File: src/design/adist_pkg.sv
package adist_pkg;

  // Sample and register widths
  localparam int SAMP_W     = 16;
  localparam int MIX_W      = 15;
  localparam int CFG_IDX_W  = 2;
  localparam int CFG_DATA_W = 16;
  localparam int SAT_W      = 34;

  // Pipeline stage map (0 is loaded at the input handshake, the last is the output word)
  localparam int NUM_STG  = 11;
  localparam int STG_GAIN = 1;
  localparam int STG_SQ   = 2;
  localparam int STG_SG   = 3;
  localparam int STG_QQ   = 4;
  localparam int STG_WS   = 5;
  localparam int STG_DIVQ = 7;
  localparam int STG_WET  = 8;
  localparam int STG_MIX  = 9;
  localparam int STG_OUT  = 10;

  // Waveshaper divider: one setup stage, then three quotient bits per stage
  localparam int DIV_STG   = STG_DIVQ - STG_SQ + 1;
  localparam int DIV_STEPS = 3;
  localparam int DIV_Q_W   = 15;
  localparam int DIV_D_W   = 17;

  localparam logic [DIV_D_W-1:0] Q15_ONE = 17'd32768;

  // floor(t / 3) = (t * 43691) >> 17 for any t below 2^17
  localparam logic [15:0] RECIP3    = 16'd43691;
  localparam int          RECIP3_SH = 17;

  localparam logic signed [SAT_W-1:0] SAT_HI = 34'sd32767;
  localparam logic signed [SAT_W-1:0] SAT_LO = -34'sd32768;

  typedef enum logic [1:0] {
    MODE_SOFT = 2'd0,
    MODE_HARD = 2'd1,
    MODE_WAVE = 2'd2,
    MODE_RAW  = 2'd3
  } mode_t;

  typedef enum logic [CFG_IDX_W-1:0] {
    REG_ENABLE   = 2'd0,
    REG_MODE     = 2'd1,
    REG_PRE_GAIN = 2'd2,
    REG_WET_MIX  = 2'd3
  } reg_idx_t;

  // Clamp to the signed 16-bit range
  function automatic logic signed [SAMP_W-1:0] sat16(input logic signed [SAT_W-1:0] v);
    logic signed [SAMP_W-1:0] r;
    if (v > SAT_HI) begin
      r = 16'sh7fff;
    end else if (v < SAT_LO) begin
      r = 16'sh8000;
    end else begin
      r = v[SAMP_W-1:0];
    end
    return r;
  endfunction

endpackage

File: src/design/audio_distortion_q15.sv
// Q15 audio distortion: one 16-bit sample in, one sample out, no state between samples.
// Input channel: in_valid / in_stall / in_sample_in; a word is taken on a rising edge
// with in_valid high and in_stall low. Output channel: out_valid / out_stall /
// out_sample_out, same rule. Configuration: cfg_valid / cfg_ready (always ready) with
// cfg_index 0 enable, 1 mode, 2 pre_gain, 3 wet_mix and data on cfg_wdata; only the low
// bits of each register are kept. Write registers only while the pipeline is empty.
// A result is presented once its sample has passed 11 register stages, the last being the
// output register. Throughput: one sample per clock while out_stall is low; the
// waveshaper divide runs over five stages at three quotient bits each, alongside the
// soft-clip multiplies.
// Stall: each stage holds while the stage after it is full and held, so out_stall backs
// up through the pipe; empty stages keep filling, and in_stall rises only when every
// stage holds a word. Nothing is dropped or repeated.
// Reset (rst_n low, synchronous): pipeline emptied, enable 0, mode waveshaper,
// pre_gain 32767, wet_mix 16384.
module audio_distortion_q15 (
  input  logic                                 clk,
  input  logic                                 rst_n,
  input  logic                                 in_valid,
  output logic                                 in_stall,
  input  logic signed [adist_pkg::SAMP_W-1:0]  in_sample_in,
  output logic                                 out_valid,
  input  logic                                 out_stall,
  output logic signed [adist_pkg::SAMP_W-1:0]  out_sample_out,
  input  logic                                 cfg_valid,
  output logic                                 cfg_ready,
  input  logic [adist_pkg::CFG_IDX_W-1:0]      cfg_index,
  input  logic [adist_pkg::CFG_DATA_W-1:0]     cfg_wdata
);
  import adist_pkg::*;

  // Configuration registers
  logic                     enable_r;
  mode_t                    mode_r;
  logic signed [SAMP_W-1:0] pre_gain_r;
  logic [MIX_W-1:0]         wet_mix_r;

  assign cfg_ready = 1'b1;

  always_ff @(posedge clk) begin
    if (!rst_n) begin
      enable_r   <= 1'b0;
      mode_r     <= MODE_WAVE;
      pre_gain_r <= 16'sh7fff;
      wet_mix_r  <= 15'd16384;
    end else if (cfg_valid && cfg_ready) begin
      case (cfg_index)
        REG_ENABLE:   enable_r   <= cfg_wdata[0];
        REG_MODE:     mode_r     <= mode_t'(cfg_wdata[1:0]);
        REG_PRE_GAIN: pre_gain_r <= $signed(cfg_wdata[SAMP_W-1:0]);
        REG_WET_MIX:  wet_mix_r  <= cfg_wdata[MIX_W-1:0];
        default: ;
      endcase
    end
  end

  // Stage valids and load enables: a stage loads when empty or when its successor moves
  logic [NUM_STG-1:0] vld_r;
  logic [NUM_STG-1:0] stg_en;

  always_comb begin
    stg_en[NUM_STG-1] = !vld_r[NUM_STG-1] || !out_stall;
    for (int k = NUM_STG - 2; k >= 0; k--) begin
      stg_en[k] = !vld_r[k] || stg_en[k+1];
    end
  end

  always_ff @(posedge clk) begin
    if (!rst_n) begin
      vld_r <= '0;
    end else begin
      if (stg_en[0]) vld_r[0] <= in_valid;
      for (int k = 1; k < NUM_STG; k++) begin
        if (stg_en[k]) vld_r[k] <= vld_r[k-1];
      end
    end
  end

  assign in_stall  = !stg_en[0];
  assign out_valid = vld_r[NUM_STG-1];

  // Dry sample and gained sample travel alongside the math
  logic signed [SAMP_W-1:0] x_r [0:STG_OUT-1];
  logic signed [SAMP_W-1:0] g_r [STG_GAIN:STG_DIVQ];

  // Stage datapath registers
  logic signed [31:0]       prod_r;
  logic [SAMP_W-1:0]        sq_hi_r;
  logic signed [31:0]       sg_r;
  logic [31:0]              qq_r;
  logic                     neg_r;
  logic signed [16:0]       ws_r [STG_WS:STG_DIVQ];
  logic signed [16:0]       wet_r;
  logic signed [32:0]       wm_r;
  logic signed [32:0]       dm_r;
  logic signed [SAMP_W-1:0] out_r;

  // Combinational terms between stages
  logic signed [31:0]       gain_sq;
  logic signed [32:0]       sg_full;
  logic                     sg_neg;
  logic [30:0]              sg_mag;
  logic signed [16:0]       g_ext;
  logic signed [16:0]       q3_s;
  logic signed [16:0]       soft_wet;
  logic [SAMP_W-1:0]        g_mag;
  logic [DIV_Q_W-1:0]       div_q;
  logic signed [16:0]       div_s;
  logic signed [16:0]       wave_wet;
  logic signed [16:0]       hard_wet;
  logic signed [16:0]       raw_wet;
  logic signed [16:0]       wet_sel;
  logic [SAMP_W-1:0]        dry_gain;
  logic signed [16:0]       mix_s;
  logic signed [16:0]       dry_s;
  logic signed [32:0]       wm_full;
  logic signed [32:0]       dm_full;
  logic signed [SAMP_W-1:0] wet_sat;
  logic signed [SAMP_W-1:0] dry_sat;
  logic signed [16:0]       wet_ext;
  logic signed [16:0]       dry_ext;
  logic signed [16:0]       mix_sum;
  logic signed [SAMP_W-1:0] mixed;

  // Soft clip: (g*g)>>15 times g, then magnitude divided by 98304 = 3 << 15
  always_comb begin
    gain_sq  = 32'(g_r[STG_GAIN]) * 32'(g_r[STG_GAIN]);
    sg_full  = 33'($signed({1'b0, sq_hi_r})) * 33'(g_r[STG_SQ]);
    sg_neg   = sg_r[31];
    sg_mag   = sg_neg ? 31'(-sg_r) : sg_r[30:0];
    g_ext    = 17'(g_r[STG_QQ]);
    q3_s     = $signed({2'b00, qq_r[31:RECIP3_SH]});
    soft_wet = g_ext - (neg_r ? -q3_s : q3_s);
  end

  // Waveshaper: divider works on |g|, sign restored at the end
  assign g_mag = g_r[STG_GAIN][SAMP_W-1] ? 16'(-g_r[STG_GAIN]) : 16'(g_r[STG_GAIN]);

  adist_div u_div (
    .clk     (clk),
    .stg_en  (stg_en[STG_DIVQ:STG_SQ]),
    .mag_in  (g_mag),
    .quo_out (div_q)
  );

  // Shaper select
  always_comb begin
    div_s    = $signed({2'b00, div_q});
    wave_wet = g_r[STG_DIVQ][SAMP_W-1] ? -div_s : div_s;
    hard_wet = 17'(g_r[STG_DIVQ]);
    raw_wet  = 17'(x_r[STG_DIVQ]);
    case (mode_r)
      MODE_SOFT: wet_sel = ws_r[STG_DIVQ];
      MODE_HARD: wet_sel = hard_wet;
      MODE_WAVE: wet_sel = wave_wet;
      MODE_RAW:  wet_sel = raw_wet;
      default:   wet_sel = raw_wet;
    endcase
  end

  // Wet/dry gains; dry gain of 32768 stays exact unity
  always_comb begin
    dry_gain = 16'(Q15_ONE - {2'b00, wet_mix_r});
    mix_s    = $signed({2'b00, wet_mix_r});
    dry_s    = $signed({1'b0, dry_gain});
    wm_full  = 33'(wet_r) * 33'(mix_s);
    dm_full  = 33'(x_r[STG_WET]) * 33'(dry_s);
  end

  // Final saturating mix
  always_comb begin
    wet_sat = sat16(34'(wm_r >>> 15));
    dry_sat = sat16(34'(dm_r >>> 15));
    wet_ext = 17'(wet_sat);
    dry_ext = 17'(dry_sat);
    mix_sum = wet_ext + dry_ext;
    mixed   = sat16(34'(mix_sum));
  end

  // Datapath registers, each held while its stage is stalled
  always_ff @(posedge clk) begin
    if (stg_en[0]) begin
      x_r[0] <= in_sample_in;
      prod_r <= 32'(in_sample_in) * 32'(pre_gain_r);
    end
    for (int k = 1; k < STG_OUT; k++) begin
      if (stg_en[k]) x_r[k] <= x_r[k-1];
    end
    if (stg_en[STG_GAIN]) g_r[STG_GAIN] <= sat16(34'(prod_r >>> 15));
    for (int k = STG_GAIN + 1; k <= STG_DIVQ; k++) begin
      if (stg_en[k]) g_r[k] <= g_r[k-1];
    end
    if (stg_en[STG_SQ]) sq_hi_r <= gain_sq[30:15];
    if (stg_en[STG_SG]) sg_r    <= sg_full[31:0];
    if (stg_en[STG_QQ]) begin
      qq_r  <= 32'(sg_mag[30:15]) * 32'(RECIP3);
      neg_r <= sg_neg;
    end
    if (stg_en[STG_WS]) ws_r[STG_WS] <= soft_wet;
    for (int k = STG_WS + 1; k <= STG_DIVQ; k++) begin
      if (stg_en[k]) ws_r[k] <= ws_r[k-1];
    end
    if (stg_en[STG_WET]) wet_r <= wet_sel;
    if (stg_en[STG_MIX]) begin
      wm_r <= wm_full;
      dm_r <= dm_full;
    end
    if (stg_en[STG_OUT]) out_r <= enable_r ? mixed : x_r[STG_MIX];
  end

  assign out_sample_out = out_r;

endmodule

File: src/design/adist_div.sv
module adist_div (
  input  logic                            clk,
  input  logic [adist_pkg::DIV_STG-1:0]   stg_en,
  input  logic [adist_pkg::SAMP_W-1:0]    mag_in,
  output logic [adist_pkg::DIV_Q_W-1:0]   quo_out
);
  import adist_pkg::*;

  // Restoring divide of (mag << 15) by (32768 + mag); the quotient always fits 15 bits,
  // so the partial remainder starts at mag and only zeros are shifted in.
  logic [DIV_D_W-1:0] rem_r [0:DIV_STG-1];
  logic [DIV_D_W-1:0] den_r [0:DIV_STG-1];
  logic [DIV_Q_W-1:0] quo_r [0:DIV_STG-1];

  logic [DIV_D_W-1:0] rem_nxt [1:DIV_STG-1];
  logic [DIV_Q_W-1:0] quo_nxt [1:DIV_STG-1];

  // Three quotient bits per stage
  always_comb begin
    logic [DIV_D_W-1:0] rem;
    logic [DIV_D_W:0]   trial;
    logic [DIV_Q_W-1:0] quo;
    for (int j = 1; j < DIV_STG; j++) begin
      rem = rem_r[j-1];
      quo = quo_r[j-1];
      for (int s = 0; s < DIV_STEPS; s++) begin
        trial = {rem, 1'b0};
        if (trial >= {1'b0, den_r[j-1]}) begin
          trial = trial - {1'b0, den_r[j-1]};
          quo   = {quo[DIV_Q_W-2:0], 1'b1};
        end else begin
          quo   = {quo[DIV_Q_W-2:0], 1'b0};
        end
        rem = trial[DIV_D_W-1:0];
      end
      rem_nxt[j] = rem;
      quo_nxt[j] = quo;
    end
  end

  always_ff @(posedge clk) begin
    if (stg_en[0]) begin
      rem_r[0] <= {1'b0, mag_in};
      den_r[0] <= Q15_ONE + {1'b0, mag_in};
      quo_r[0] <= '0;
    end
    for (int j = 1; j < DIV_STG; j++) begin
      if (stg_en[j]) begin
        rem_r[j] <= rem_nxt[j];
        den_r[j] <= den_r[j-1];
        quo_r[j] <= quo_nxt[j];
      end
    end
  end

  assign quo_out = quo_r[DIV_STG-1];

endmodule

File: config.mk
export PLATFORM = sky130hd
export DESIGN_NAME = audio_distortion_q15
export DESIGN_NICKNAME = d
export VERILOG_FILES = /design/src/design/adist_pkg.sv /design/src/design/audio_distortion_q15.sv /design/src/design/adist_div.sv
export SDC_FILE = /design/constraint.sdc
export NUM_CORES = 2
export LEC_CHECK = 0
export ABC_AREA = 1
export BUFFER_PORTS_ARGS = -buffer_cell sky130_fd_sc_hd__buf_2
export CAP_MARGIN = 20
export CORE_MARGIN = 2
export CORE_UTILIZATION = 49
export DETAILED_ROUTE_END_ITERATION = 12
export GPL_TIMING_DRIVEN = 0
export MAX_ROUTING_LAYER = met4
export PLACE_DENSITY = 0.7
export REMOVE_ABC_BUFFERS = 1
export SLEW_MARGIN = 30
export SYNTH_ARGS = -nofsm -noshare
export SYNTH_HDL_FRONTEND = slang
export SYNTH_HIERARCHICAL = 1
export SYNTH_SLANG_ARGS = --single-unit
File: constraint.sdc
create_clock -name clk -period 13 [get_ports clk]
set_input_delay 2.6 -clock clk [delete_from_list [all_inputs] [get_ports clk]]
set_output_delay 2.6 -clock clk [all_outputs]
set_load 0.03 [all_outputs]
**Yosys cells after proc, flatten, opt, wreduce, memory -nomap -nowiden**

Memories as Yosys holds them, arrays and structs flattened.
Cells that the tools add are included.

- Register bits: 257
- Bits in writable memories: 617
- Input port bits: 39
- Output and inout bits: 19
- Logic and storage cells: 183
- Memories kept: 6

- $add $sub $neg: 23
- Multipliers: 6
- $lt $le $gt $ge: 23
- Equality and inequality tests: 6
- Mux-type cells: 65
- Reductions and logical operators: 30

Memories:

| memory | words | width | rd ports | clocked after memory_dff | write ports | line | text |
|---|---|---|---|---|---|---|---|
| x_r | 10 | 16 | 10 | 0 | 10 | audio_distortion_q15.sv:83 | `logic signed [SAMP_W-1:0] x_r [0:STG_OUT-1];` |
| g_r | 7 | 16 | 7 | 0 | 7 | audio_distortion_q15.sv:84 | `logic signed [SAMP_W-1:0] g_r [STG_GAIN:STG_DIVQ];` |
| u_div.den_r | 6 | 17 | 5 | 0 | 6 | adist_div.sv:12 | `logic [DIV_D_W-1:0] den_r [0:DIV_STG-1];` |
| u_div.rem_r | 6 | 17 | 5 | 0 | 6 | adist_div.sv:11 | `logic [DIV_D_W-1:0] rem_r [0:DIV_STG-1];` |
| u_div.quo_r | 6 | 15 | 6 | 0 | 6 | adist_div.sv:13 | `logic [DIV_Q_W-1:0] quo_r [0:DIV_STG-1];` |
| ws_r | 3 | 17 | 3 | 0 | 3 | audio_distortion_q15.sv:92 | `logic signed [16:0] ws_r [STG_WS:STG_DIVQ];` |

Operators by type and width:

| cell | count |
|---|---|
| $mux W17 | 17 |
| $ge A18 B17 Y1 | 15 |
| $sub A17 B17 Y17 | 15 |
| $mux W16 | 11 |
| $pmux W17 S4 | 1 |
| $gt A18 B16 Y1 const B | 2 |
| $lt A18 B16 Y1 const B | 2 |
| $mux W1 | 35 |
| $gt A17 B16 Y1 const B | 2 |
| $lt A17 B16 Y1 const B | 2 |
| $neg A15 Y17 | 2 |
| $mul A16 B17 Y33 | 1 |
| $mul A17 B16 Y33 | 1 |
| $mul A16 B16 Y32 | 1 |
| $mul A16 B16 Y32 const B | 1 |
| $mul A17 B16 Y32 | 1 |
| $mul A16 B16 Y31 | 1 |
| $mux W31 | 1 |
| $neg A31 Y31 | 1 |
| $add A16 B16 Y17 | 1 |
| $add A16 B16 Y17 const A | 1 |
| $sub A16 B17 Y17 | 1 |
| $neg A16 Y16 | 1 |
| $sub A16 B15 Y16 const A | 1 |
| 6 further kinds | 36 |

**Logic depth before layout (Yosys ltp)**

- Depth in word-level cells: 14
- Gate-level depth with buffers: 46

**Cells and area by module**

The synthesis kept the hierarchy.

Modules (own cells, without submodules):

| module | instances | cells each | area an instance (µm²) |
|---|---|---|---|
| audio_distortion_q15 | 1 | 8,070 | 71,851.4 |
| adist_div | 1 | 2,718 | 20,429.6 |

**Worst setup path after synthesis**

No wires, ideal clock.

- Path kind: input to output
- Start: in out_stall
- End: out in_stall
- Arrival: 8.761 ns
- Slack: 1.639 ns
- Stages: 14
- Path buffers: 0
- Cell sequence: nand2_1 nor2_1 inv_1 nor2_2 inv_2 nor2_4 nand2_2 nor2_4 nand2_2 nor2_4 nand2_2 nor2_4 nand2_2 inv_2

- Longest elaborated chain between the ends: 13

RTL lines:

| item | line | text |
|---|---|---|
| start, declared | audio_distortion_q15.sv:23 | `input logic out_stall,` |
| $logic_not A1 Y1 | audio_distortion_q15.sv:62 | `stg_en[NUM_STG-1] = !vld_r[NUM_STG-1] \|\| !out_stall;` |
| $logic_or A1 B1 Y1 | audio_distortion_q15.sv:62 |  |
| $logic_or A1 B1 Y1 | audio_distortion_q15.sv:64 | `stg_en[k] = !vld_r[k] \|\| stg_en[k+1];` |
| net stg_en[9] | audio_distortion_q15.sv:59 | `logic [NUM_STG-1:0] stg_en;` |
| $logic_or A1 B1 Y1 | audio_distortion_q15.sv:64 |  |
| net stg_en[8] | audio_distortion_q15.sv:59 |  |
| $logic_or A1 B1 Y1 (2 in a row) | audio_distortion_q15.sv:64 |  |
| net stg_en[6] | audio_distortion_q15.sv:59 |  |
| $logic_or A1 B1 Y1 (2 in a row) | audio_distortion_q15.sv:64 |  |
| net stg_en[4] | audio_distortion_q15.sv:59 |  |
| $logic_or A1 B1 Y1 (2 in a row) | audio_distortion_q15.sv:64 |  |
| net stg_en[2] | audio_distortion_q15.sv:59 |  |
| $logic_or A1 B1 Y1 (2 in a row) | audio_distortion_q15.sv:64 |  |
| $logic_not A1 Y1 | audio_distortion_q15.sv:79 | `assign in_stall = !stg_en[0];` |
| end, declared | audio_distortion_q15.sv:20 | `output logic in_stall,` |

The timed path passes the listed nets, and every way through them passes these cells.

**Worst setup path after layout**

- Start: in out_stall
- End: out in_stall

- Longest elaborated chain between the ends: 13

RTL lines:

| item | line |
|---|---|
| $logic_not A1 Y1 | audio_distortion_q15.sv:62 |
| $logic_or A1 B1 Y1 | audio_distortion_q15.sv:62 |
| net stg_en[10] | audio_distortion_q15.sv:59 |
| $logic_or A1 B1 Y1 | audio_distortion_q15.sv:64 |
| net stg_en[9] | audio_distortion_q15.sv:59 |
| $logic_or A1 B1 Y1 | audio_distortion_q15.sv:64 |
| net stg_en[8] | audio_distortion_q15.sv:59 |
| $logic_or A1 B1 Y1 (2 in a row) | audio_distortion_q15.sv:64 |
| net stg_en[6] | audio_distortion_q15.sv:59 |
| $logic_or A1 B1 Y1 (2 in a row) | audio_distortion_q15.sv:64 |
| net stg_en[4] | audio_distortion_q15.sv:59 |
| $logic_or A1 B1 Y1 (2 in a row) | audio_distortion_q15.sv:64 |
| net stg_en[2] | audio_distortion_q15.sv:59 |
| $logic_or A1 B1 Y1 (2 in a row) | audio_distortion_q15.sv:64 |
| $logic_not A1 Y1 | audio_distortion_q15.sv:79 |

The timed path passes the listed nets, and every way through them passes these cells.

==> out/qor.txt <==
Outcome - finished clean
Final setup violation count - 0
Mapped Area - 92300 sq um
Starting DRC count in detailed routing - 4630
Synth-to-layout area growth - 5.77%
R2R setup slack - 4.85 ns
Area of the multi-input gates - 60200 sq um
Layout cells sized above 1 - 0.0389
Initial antenna violation count - 0
DIE AREA - 192000 sq um
Highest clock rate - 101 MHz
Met3 usage - 0.0245
Drt first pass iters - 6
Final wirelength - 222000 um
Crit Path Class - in -> out
Top-level I/O count - 58
Antenna Nets Post-Route - 0
Setup_tns - 0 ns
Critical path peak fanout - 82
Relative slew slack - 0.282
CTS tree - done
First-pass GRT wire length - 365000 um
Routability cong. - 0.974
Main synth FF type - edfxtp_1
Post-Syn Instances - 10788
Port Buffers - 56
Total core area - 187000 sq um
Final Util - 0.521
# resized after CTS - 0
Final period util - 0.759
GR Layer Usage met2 - 0.406
Post-route DRC - 0
CP Data Arrival Time - 7.27 ns
Longest Clk Path Bufs - 3
Met1 capacity usage during global routing - 0.309
Clk_lat worst skew - 0.70 ns
CTS Sinks - 716
Finished layout cell area - 97600 sq um
Required time of the worst setup path - 10.40 ns
Die height - 438 um
Largest net degree at the start of global routing - 83
DIE WIDTH - 438 um
HPWL Detailed - 184000 um
Crit path to - in_stall
Initial Util - 0.492
Clock skew - 0.0400 ns
RSZ-0062 raised after global routing - false
FP Rows - 159
GRT Util Overall - 0.242
Worst-Margin Slew - 1.07 ns
Root Driver - clkbuf_16
Synth warn - 6
Max_cap viols - 0
Hold-fix buffers, CTS - 0
Number of global-route vias before repair - 71353
Total grt overflow - 0
Sequential Area - 21100 sq um
Gr busiest metal - met2
FF-to-FF Start - wet_mix_r[1]
Fill cell count - 17165
Reg2Reg Capture Point - dm_r[27]
H-tree level count - 3
Yosys reg bits - 716
Fin worst setup slack - 3.13 ns
Avg Inst Size Synth - 8.55 sq um
Sequential share of the synthesized area - 0.228
Post-CTS setup buffers - 0
Worst hold path class - reg -> reg
Pins Over Slew Limit - 0
Async S/R FF share, synth - 0
CTS Buf Count - 80
Critical Path Sink Type - output pin
R2R cell count - 31
Crit start category - input port
Post-synth cell types - 81
Nets - 12800
CP Launch Point - out_stall
Commonest cells after routing, fill and taps aside - inv_1 (2589), nand2_1 (2388), fa_1 (1218), ha_1 (880), edfxtp_1 (671)
Minimum clock period - 9.87 ns
EDFF count, synth - 671
Placed Instance Area - 94800 sq um
Drt wl/cell - 16.8 um
DP Worst Slack - 3.04 ns
Via count - 68888
Hold Fails Final Rpt - 0
Reg clk slew, reported paths - 0.07 ns
Most common cell after layout, fill and taps aside - inv_1
Vias/cell - 5.21
==> cell type report <==
cell class,count,area share
timing repair buffer,73,0.00632
clock inverter,59,0.00681
multi-input combinational,7160,0.617
inverter,2632,0.101
sequential,716,0.216
antenna,2,0.0000513
clock buffer,91,0.0211
tap,2495,0.0320
==> sequential cells by signal, summed over array words and instances, names as in the netlist <==
| signal | count |
|---|---|
| dm_r | 18 |
| enable_r | 1 |
| g_r | 112 |
| mode_r | 2 |
| neg_r | 1 |
| out_sample_out | 16 |
| pre_gain_r | 16 |
| prod_r | 17 |
| qq_r | 15 |
| sg_r | 32 |
| sq_hi_r | 16 |
| u_div/den_r | 84 |
| u_div/quo_r | 45 |
| u_div/rem_r | 69 |
| vld_r | 11 |
| wet_mix_r | 15 |
| wet_r | 17 |
| wm_r | 18 |
| ws_r | 51 |
| x_r | 160 |
==> metrics by stage <==
| step | instances | hold slack [ns] |
|---|---|---|
| after floorplan | 10508 | 0.400 |
| after global placement | 13059 | 0.401 |
| after global routing | 13226 | 0.416 |
| final | 13228 | 0.405 |
| after CTS | 13221 | 0.400 |
| after detailed placement | 13071 | 0.405 |
==> synthesized netlist by cell type, types with 8 or more instances <==
cell type	count	area, sq um
a21o_1	46	345
buf_2	24	120
or2_2	37	231
inv_2	28	105
nand2_4	10	113
nand4_1	59	369
o21ai_1	43	215
nand3_1	225	1130
nor2_4	12	135
fa_1	1218	24400
nand2_1	2388	8960
inv_1	2594	9740
nand2_2	39	244
dfxtp_1	45	901
buf_6	8	90.1
o31ai_1	9	67.6
a21boi_0	11	82.6
nor2_1	504	1890
buf_4	11	82.6
a21oi_1	541	2710
o2111ai_1	8	70.1
nand3b_1	18	135
a31oi_1	50	313
a211oi_1	14	105
o21a_1	18	135
a221oi_1	9	78.8
xor2_1	266	2330
nor4_1	28	175
clkbuf_1	213	800
ha_1	880	11000
o211ai_1	10	75.1
xnor2_1	156	1370
o21ai_0	330	1650
buf_1	20	75.1
o21ai_2	24	210
edfxtp_1	671	20100
o21bai_1	56	420
nor3_1	76	380
==> per-layer routing <==
layer / up-vias / share of wire
met5: - / 0
met4: 0 / 0.033
met3: 372 / 0.053
met2: 1936 / 0.49
met1: 33637 / 0.42
li1: 32943 / -
==> worst min-delay path by stage <==
| stage | to | cells past startpoint | from | slack, ns |
|---|---|---|---|---|
| 2_1_floorplan | g_r[0][100] | 0 | g_r[0][84] | 0.40 |
| 3_3_place_gp | x_r[2][13] | 0 | x_r[1][13] | 0.40 |
| 3_5_place_dp | g_r[0][49] | 0 | g_r[0][33] | 0.40 |
| 4_1_cts | x_r[1][12] | 0 | x_r[0][12] | 0.40 |
| 5_1_grt | x_r[3][13] | 0 | x_r[2][13] | 0.42 |
| 6_report | x_r[1][12] | 0 | x_r[0][12] | 0.40 |
==> cells by family (layout without fill, tap and decap cells) <==
kind of cell             Yosys count  count (layout)  synth area share
XOR/XNOR                         425             425            0.0407
other                              1               3         0.0000406
flip-flops                       716             716             0.228
adder cells (fa/ha/maj)         2098            2098             0.384
AO/OA/AOI/OAI                   1201            1201            0.0738
AND/OR/NAND/NOR                 3435            3435             0.153
buffers and inverters           2912            2855             0.120
==> worst max-delay path: stages <==
cell and delay, ns:
buf_2 0.08, nand2_1 0.41, nor2_1 0.34, inv_4 0.08, buf_16 0.21, nor2_2 0.13, inv_2 0.29, nor2_4 0.30
nand2_8 0.22, buf_16 0.30, nor2_4 0.25, nand2_8 0.13, buf_16 0.26, nor2_4 0.22, nand2_4 0.24, nor2_4 0.21
nand2_2 0.46, inv_2 0.21, buf_2 0.22
Power is left out: the tool's default activity adds up to more than one toggle a clock period on the data nets, which glitch-free logic cannot reach.
